[src/sv/pbs_pkg.sv]
// ----------------------------------------------------------------------------
// pbs_pkg: shared types and constants for the power-by-squaring block
// Field widths, parameter defaults, sequencer states and the multiplier
// request and response words.
// ----------------------------------------------------------------------------
package pbs_pkg;

  localparam int unsigned BASE_W      = 32;
  localparam int unsigned POWER_W     = 31;
  localparam int unsigned FRAC_BITS_D = 16;
  localparam int unsigned EXP_BITS_D  = 31;

  typedef enum logic [2:0] {
    ST_IDLE,
    ST_CHECK,
    ST_ACC_WAIT,
    ST_SHIFT,
    ST_SQ_WAIT,
    ST_DONE
  } pbs_state_e;

  typedef struct packed {
    logic              en;
    logic [BASE_W-1:0] op_a;
    logic [BASE_W-1:0] op_b;
  } pbs_mul_req_t;

  typedef struct packed {
    logic              ovf;
    logic [BASE_W-1:0] prod;
  } pbs_mul_rsp_t;

endpackage

[src/sv/pbs_if.sv]
// ----------------------------------------------------------------------------
// pbs_if: valid/ready channels of the power-by-squaring block
// Input channel carries base and exponent, output channel the result word.
// ----------------------------------------------------------------------------
interface pbs_in_if import pbs_pkg::*; ();
  logic               valid;
  logic               ready;
  logic [BASE_W-1:0]  base_value;
  logic [POWER_W-1:0] power;

  modport source (output valid, base_value, power, input ready);
  modport sink   (input valid, base_value, power, output ready);
endinterface

interface pbs_out_if import pbs_pkg::*; ();
  logic              valid;
  logic              ready;
  logic [BASE_W-1:0] result_value;
  logic              overflowed;

  modport source (output valid, result_value, overflowed, input ready);
  modport sink   (input valid, result_value, overflowed, output ready);
endinterface

[src/sv/pbs_mul.sv]
// ----------------------------------------------------------------------------
// pbs_mul: shared fixed-point multiplier
// Registered 32x32 product, truncated by FRAC_BITS, saturated on overflow.
// ----------------------------------------------------------------------------
module pbs_mul import pbs_pkg::*; #(
  parameter int unsigned FRAC_BITS = FRAC_BITS_D
) (
  input  logic         clk_i,
  input  pbs_mul_req_t req_i,
  output pbs_mul_rsp_t rsp_o
);

  logic [2*BASE_W-1:0] full_prod;
  logic [2*BASE_W-1:0] scaled;
  pbs_mul_rsp_t        rsp_d, rsp_q;

  assign full_prod = {{BASE_W{1'b0}}, req_i.op_a} * {{BASE_W{1'b0}}, req_i.op_b};
  assign scaled    = full_prod >> FRAC_BITS;

  always_comb begin
    rsp_d.ovf  = |scaled[2*BASE_W-1:BASE_W];
    rsp_d.prod = rsp_d.ovf ? {BASE_W{1'b1}} : scaled[BASE_W-1:0];
  end

  // hold the product until the next request
  always_ff @(posedge clk_i) begin
    if (req_i.en) begin
      rsp_q <= rsp_d;
    end
  end

  assign rsp_o = rsp_q;

endmodule

[src/sv/power_by_squaring_top.sv]
// ----------------------------------------------------------------------------
// power_by_squaring_top: unsigned fixed-point power by square-and-multiply
// Raises a Q16.16 base to an integer exponent on one shared multiplier.
// ----------------------------------------------------------------------------
// Usage:
//   in_i  (sink)   : base_value (unsigned, FRAC_BITS fraction bits) and power.
//   out_o (source) : result_value, same format, and overflowed.
//   One result word per input word, in order.
// Timing:
//   The exponent is scanned LSB first. Each exponent bit passes through
//   check, accumulator product (only for a set bit), shift and square;
//   each product is registered in the multiplier and read in the wait
//   state that follows its request.
//   The block holds in_i.ready low from acceptance until the result word
//   has been taken, so one item is in flight at a time.
// Reset:
//   rst_ni clears the sequencer to idle; no result is pending afterwards.
// Stall:
//   While out_o.ready is low the result word holds on the port and no new
//   input word is accepted.
// Overflow:
//   A product beyond 32 bits forces 0xFFFFFFFF and sets overflowed; a square
//   that overflows only counts when a later set exponent bit would use it.
// ----------------------------------------------------------------------------
module power_by_squaring_top import pbs_pkg::*; #(
  parameter int unsigned FRAC_BITS = FRAC_BITS_D,
  parameter int unsigned EXP_BITS  = EXP_BITS_D
) (
  input  logic      clk_i,
  input  logic      rst_ni,
  pbs_in_if.sink    in_i,
  pbs_out_if.source out_o
);

  // exponent bits that actually take part
  localparam int unsigned EXP_USED = (EXP_BITS < POWER_W) ? EXP_BITS : POWER_W;
  localparam logic [BASE_W-1:0] ONE_FX = BASE_W'(64'd1 << FRAC_BITS);

  pbs_state_e state_q, state_d;

  logic [BASE_W-1:0]   acc_q, acc_d;     // running product
  logic [BASE_W-1:0]   sq_q, sq_d;       // running square of the base
  logic [EXP_USED-1:0] rem_q, rem_d;     // exponent bits still to consume
  logic                sat_q, sat_d;     // result saturated
  logic                sqovf_q, sqovf_d; // current square overflowed

  pbs_mul_req_t mul_req;
  pbs_mul_rsp_t mul_rsp;

  pbs_mul #(
    .FRAC_BITS(FRAC_BITS)
  ) u_mul (
    .clk_i (clk_i),
    .req_i (mul_req),
    .rsp_o (mul_rsp)
  );

  // sequencer: next state, datapath updates and multiplier requests
  always_comb begin
    state_d     = state_q;
    acc_d       = acc_q;
    sq_d        = sq_q;
    rem_d       = rem_q;
    sat_d       = sat_q;
    sqovf_d     = sqovf_q;
    mul_req.en   = 1'b0;
    mul_req.op_a = acc_q;
    mul_req.op_b = sq_q;

    case (state_q)
      ST_IDLE: begin
        // load a new item: accumulator starts at 1.0
        if (in_i.valid) begin
          acc_d   = ONE_FX;
          sq_d    = in_i.base_value;
          rem_d   = in_i.power[EXP_USED-1:0];
          sat_d   = 1'b0;
          sqovf_d = 1'b0;
          state_d = ST_CHECK;
        end
      end
      ST_CHECK: begin
        if (rem_q == '0) begin
          state_d = ST_DONE;
        end else if (rem_q[0]) begin
          if (sqovf_q) begin
            // a needed square overflowed: saturate
            sat_d   = 1'b1;
            acc_d   = {BASE_W{1'b1}};
            state_d = ST_DONE;
          end else begin
            mul_req.en = 1'b1;
            state_d    = ST_ACC_WAIT;
          end
        end else begin
          state_d = ST_SHIFT;
        end
      end
      ST_ACC_WAIT: begin
        acc_d = mul_rsp.prod;
        if (mul_rsp.ovf) begin
          sat_d   = 1'b1;
          state_d = ST_DONE;
        end else begin
          state_d = ST_SHIFT;
        end
      end
      ST_SHIFT: begin
        // drop the consumed bit; square only if bits remain and no square overflowed
        rem_d = rem_q >> 1;
        if ((rem_d != '0) && !sqovf_q) begin
          mul_req.en   = 1'b1;
          mul_req.op_a = sq_q;
          state_d      = ST_SQ_WAIT;
        end else begin
          state_d = ST_CHECK;
        end
      end
      ST_SQ_WAIT: begin
        sq_d    = mul_rsp.prod;
        sqovf_d = mul_rsp.ovf;
        state_d = ST_CHECK;
      end
      ST_DONE: begin
        // hold the result word until it is taken
        if (out_o.ready) begin
          state_d = ST_IDLE;
        end
      end
      default: begin
        state_d = ST_IDLE;
      end
    endcase
  end

  always_ff @(posedge clk_i or negedge rst_ni) begin
    if (!rst_ni) begin
      state_q <= ST_IDLE;
    end else begin
      state_q <= state_d;
    end
  end

  // datapath registers, no reset needed
  always_ff @(posedge clk_i) begin
    acc_q   <= acc_d;
    sq_q    <= sq_d;
    rem_q   <= rem_d;
    sat_q   <= sat_d;
    sqovf_q <= sqovf_d;
  end

  assign in_i.ready         = (state_q == ST_IDLE);
  assign out_o.valid        = (state_q == ST_DONE);
  assign out_o.result_value = acc_q;
  assign out_o.overflowed   = sat_q;

  // one item in flight: never ready while a result is pending
  a_no_overlap: assert property (@(posedge clk_i) disable iff (!rst_ni)
    out_o.valid |-> !in_i.ready)
    else $error("input accepted while a result is pending");

  // a saturated result is all ones
  a_sat_value: assert property (@(posedge clk_i) disable iff (!rst_ni)
    (out_o.valid && out_o.overflowed) |-> (out_o.result_value == {BASE_W{1'b1}}))
    else $error("overflowed result is not saturated");

  // an accepted word starts the bit scan
  a_start: assert property (@(posedge clk_i) disable iff (!rst_ni)
    (in_i.valid && in_i.ready) |=> (state_q == ST_CHECK))
    else $error("accepted word did not start the scan");

  // the shift step consumes exactly one exponent bit
  a_shift: assert property (@(posedge clk_i) disable iff (!rst_ni)
    (state_q == ST_SHIFT) |=> (rem_q == ($past(rem_q) >> 1)))
    else $error("exponent shift lost bits");

endmodule

[src/flat_wrapper.sv]
// flat-port wrapper written by rule: the top's interface ports become plain ports
module power_by_squaring_top_flat import pbs_pkg::*;
#(
  parameter int unsigned FRAC_BITS = FRAC_BITS_D,
  parameter int unsigned EXP_BITS  = EXP_BITS_D
)
  (clk_i, rst_ni, in_i_valid, in_i_base_value, in_i_power, in_i_ready, out_o_valid, out_o_result_value, out_o_overflowed, out_o_ready);
  pbs_in_if in_i_i ();
  pbs_out_if out_o_i ();
  input  logic clk_i;
  input  logic rst_ni;
  input wire logic [$bits(in_i_i.valid)-1:0] in_i_valid;
  input wire logic [$bits(in_i_i.base_value)-1:0] in_i_base_value;
  input wire logic [$bits(in_i_i.power)-1:0] in_i_power;
  output wire logic [$bits(in_i_i.ready)-1:0] in_i_ready;
  output wire logic [$bits(out_o_i.valid)-1:0] out_o_valid;
  output wire logic [$bits(out_o_i.result_value)-1:0] out_o_result_value;
  output wire logic [$bits(out_o_i.overflowed)-1:0] out_o_overflowed;
  input wire logic [$bits(out_o_i.ready)-1:0] out_o_ready;
  assign in_i_i.valid = in_i_valid;
  assign in_i_i.base_value = in_i_base_value;
  assign in_i_i.power = in_i_power;
  assign in_i_ready = in_i_i.ready;
  assign out_o_valid = out_o_i.valid;
  assign out_o_result_value = out_o_i.result_value;
  assign out_o_overflowed = out_o_i.overflowed;
  assign out_o_i.ready = out_o_ready;
  power_by_squaring_top #(.FRAC_BITS(FRAC_BITS), .EXP_BITS(EXP_BITS)) u_core (.clk_i(clk_i), .rst_ni(rst_ni), .in_i(in_i_i), .out_o(out_o_i));
endmodule
[config.mk]
export PLATFORM = sky130hd
export DESIGN_NAME = power_by_squaring_top_flat
export DESIGN_NICKNAME = d
export VERILOG_FILES = /design/src/sv/pbs_pkg.sv /design/src/sv/pbs_if.sv /design/src/sv/pbs_mul.sv /design/src/sv/power_by_squaring_top.sv /design/src/flat_wrapper.sv
export SDC_FILE = /design/constraint.sdc
export NUM_CORES = 2
export LEC_CHECK = 0
export BUFFER_PORTS_ARGS = -buffer_cell sky130_fd_sc_hd__buf_2
export CAP_MARGIN = 20
export CORE_MARGIN = 2
export CORE_UTILIZATION = 57
export CTS_CLUSTER_DIAMETER = 80
export DETAILED_ROUTE_END_ITERATION = 10
export MAX_ROUTING_LAYER = met4
export PLACE_DENSITY_LB_ADDON = 0.05
export SYNTH_ARGS = -nofsm -noshare
export SYNTH_HDL_FRONTEND = slang
export SYNTH_SLANG_ARGS = --single-unit
[constraint.sdc]
create_clock -name clk_i -period 9.64 [get_ports clk_i]
set_input_delay 0.482 -clock clk_i [delete_from_list [all_inputs] [get_ports clk_i]]
set_output_delay 0.482 -clock clk_i [all_outputs]
set_load 0.01 [all_outputs]
==> impl_metrics.yaml <==
die:
  rows: 97
  io_pins: 102
  core_area_um2: 70300
  dieArea_um2: 73400
  die_x_um: 271
  die_h_um: 271
  start_util_pct: 57.8
synth:
  syn_area_per_cell_um2: 9.28
  async_reset_ff_share_pct: 2.26
  synth.area.mux_share_pct: 1.82
  synth_top_family_by_area: "adder cells"
  synthSimpleGateAreaFrac_pct: 19.3
  ys_warn_count: 0
  synth_top_area_cell: "fa_1"
  synthXorXnorAreaFrac_pct: 0.841
  syn_area_um2: 40600
  syn-instance-count: 4376
  ys.flop_type: "edfxtp_1"
  synth_area_leaders: "fa_1 44%, and2_1 10%, edfxtp_1 9.6%, inv_1 8.5%, ha_1 8.0%"
  synth_seq_cells: 133
  synth.distinct_cells: 80
  syn_nets: 5598
  synth.yosys.seq_area_share_pct: 9.80
  netlist.area_leader.share_pct: 44.1
  synth_edf_count: 130
  synthAdderAreaFrac_pct: 52.1
  synth_compound_gate_area_share_pct: 5.00
timing:
  fin_crit_ps: 9610
  final-setup-viol-count: 0
  timing.final.ws_setup_ps: 27.2
  slew_violations: 0
  tightest_slew_ps: 1070
  finalCritPeriodShare_pct: 99.7
  fmax_ghz: 0.104
  rsz0062_at_grt: "yes"
  slew_headroom_pct: 28.7
  hold_viol: 0
  fin_skew_ps: 14.9
  finalHoldWorstSlack_ps: 328
status:
  status: "finished clean"
place:
  numPortBuffers: 101
  place.gp.congestion: 0.996
  dp_slack_ps: 66.2
  dp_hpwl_um: 97500
worst_setup_path:
  rrSetupSlack_ps: 30
  max_stage_delay_ps: 610
  crit_end: "u_core.u_mul.rsp_o[14]"
  crit_required_ps: 9820
  cp_common_cell: "fa_2"
  cp_slowest_cell: "fa_2"
  arrival_ps: 9790
  crit_start: "u_core.rem_q[8]"
  r2r_cells: 33
  path_class: "reg -> reg"
  start_kind: "flop"
  reg2reg_to: "u_core.u_mul.rsp_o[14]"
  r2r_start: "u_core.rem_q[8]"
  path_max_fanout: 8
  end_kind: "flop"
worst_hold_path:
  holdPathStages: 2
  hp-class: "in -> reg"
  hp-start: "out_o_ready"
flow_run:
  max_cap_violations: 0
grt:
  antenna_found_initial: 4
  grt_pass1_wl_um: 189000
  grt_max_degree: 35
  grt_pass1_vias: 32814
  grt_usage_pct: 34.8
  overflow: 0
detailed_routing:
  vias_per_cell: 5.57
  firstDrtPassIters: 6
  wl_per_cell_um: 22.6
  vias: 31268
  routed_wl_um: 127000
  first_iter_violations: 2742
  drtAntennaViolNets: 0
  drc_errors: 0
finish:
  nets: 5876
  drive_above_1_share_pct: 18.0
  final_util_pct: 67.1
  nFillCells: 5708
  area_delta_synth_final_pct: 16.0
clocking:
  path_clk_slew_ps: 60
  clk_latency_ps: 440
  clk_path_buf_depth: 2
  cts_buffers: 17
  clock-sinks: 133
  htree_levels: 4
  clock-root-buffer: "clkbuf_16"
  cts_tree: "yes"
==> worst max-delay path: cells and delay by family, from the launching register on <==
kind,cells,cell delay [ps]
adder cells (fa/ha/maj),9,4540
AO/OA/AOI/OAI,5,820
AND/OR/NAND/NOR,11,2190
flip-flops,1,440
buffers and inverters,8,1340
==> worst min path at each step <==
stage                        end
6_report       u_core.state_q[2]
5_1_grt         u_core.rem_q[30]
4_1_cts         u_core.rem_q[30]
3_5_place_dp   u_core.state_q[1]
3_3_place_gp   u_core.state_q[2]
2_1_floorplan  u_core.state_q[0]
==> area by class of cell <==
type	instances	area [um^2]	area share, %
diodes	2	5.00	0.0106
inverters	919	3450	7.33
clock buffers	17	425	0.903
repair buffers	519	4850	10.3
clock inverters	15	168	0.356
flip-flops and latches	133	3980	8.44
well taps	940	1180	2.50
multi-input cells	3064	33100	70.2
==> registers in the layout, indices dropped and copies added (netlist names) <==
register	cells
u_core.out_o.overflowed	1
u_core.out_o.result_value	32
u_core.rem_q	31
u_core.sq_q	32
u_core.sqovf_q	1
u_core.state_q	3
u_core.u_mul.rsp_o	33
==> cells in the mapped netlist (10+ instances only) <==
cell,number
a21o_1,27
a21oi_1,88
a31oi_1,10
and2_1,667
buf_2,17
clkbuf_1,230
edfxtp_1,130
fa_1,895
ha_1,260
inv_1,918
mux2_2,64
nand2_1,599
nand3_1,30
nand3_2,20
nand4_1,27
nor2_1,68
o211ai_1,14
o21a_1,32
o21ai_0,54
o21bai_1,12
or3_1,11
xnor2_1,25
xor2_1,14
==> cell usage in the layout, fill, tap and decap left out, types with 14 or more instances in the layout <==
cell       synthesis  routed
xnor2_1           25      25
nand3_2           20      22
mux2_2            64      63
nand2_1          599     548
nand3_1           30      28
nand2_2            0      33
a21oi_2            1      15
o21ai_1            6      17
o21ai_0           54      39
a21oi_1           88      68
ha_4               0      18
ha_1             260     241
o211ai_1          14      14
fa_2               0      31
xor2_1            14      14
clkbuf_16          0      45
nor2_1            68      64
o21a_1            32      30
a21o_1            27      27
inv_1            918     905
fa_1             895     864
buf_2             17     101
and2_1           667     654
nand4_1           27      27
nand2_4            0      16
buf_4              8     324
edfxtp_1         130     130
buf_12             0      48
==> cells by family after synthesis <==
family / count (synthesis)
adders and majority gates: 1155
muxes: 66
DFF: 133
and+or+nand+nor: 1495
xor gates and xnor gates: 39
buffers and inverters: 1179
AOI/OAI and AO/OA: 309
==> what timing repair did <==
item / 4_1_cts / 5_1_grt
cloned: 2 / 31
hold buffers: 1 / 0
pin swaps: 12 / 119
gates resized for setup: 18 / 250
setup buffers: 8 / 57
setup endpoints to repair: 1 / 33
endpoints found under the hold margin: 3 / 0
==> through the flow <==
step	setup TNS (ps)	cell area, um^2	instances
final	0	47100	5609
after global routing	-6340	47100	5609
after CTS	0	45000	5520
after detailed placement	0	44100	5477
after global placement	0	44100	5476
after floorplan	0	40600	4376
==> per-layer routing <==
metal  global-route usage [%]  vias to the layer above  wire (um)
met5                        -                        -          0
met4                     8.69                        0       4740
met3                     5.63                      209      10600
met2                     53.3                     1284      58600
met1                     48.7                    16104      53100
li1                         -                    13671          -
Power is left out: the tool's default activity adds up to more than one toggle a clock period on the data nets, which glitch-free logic cannot reach.
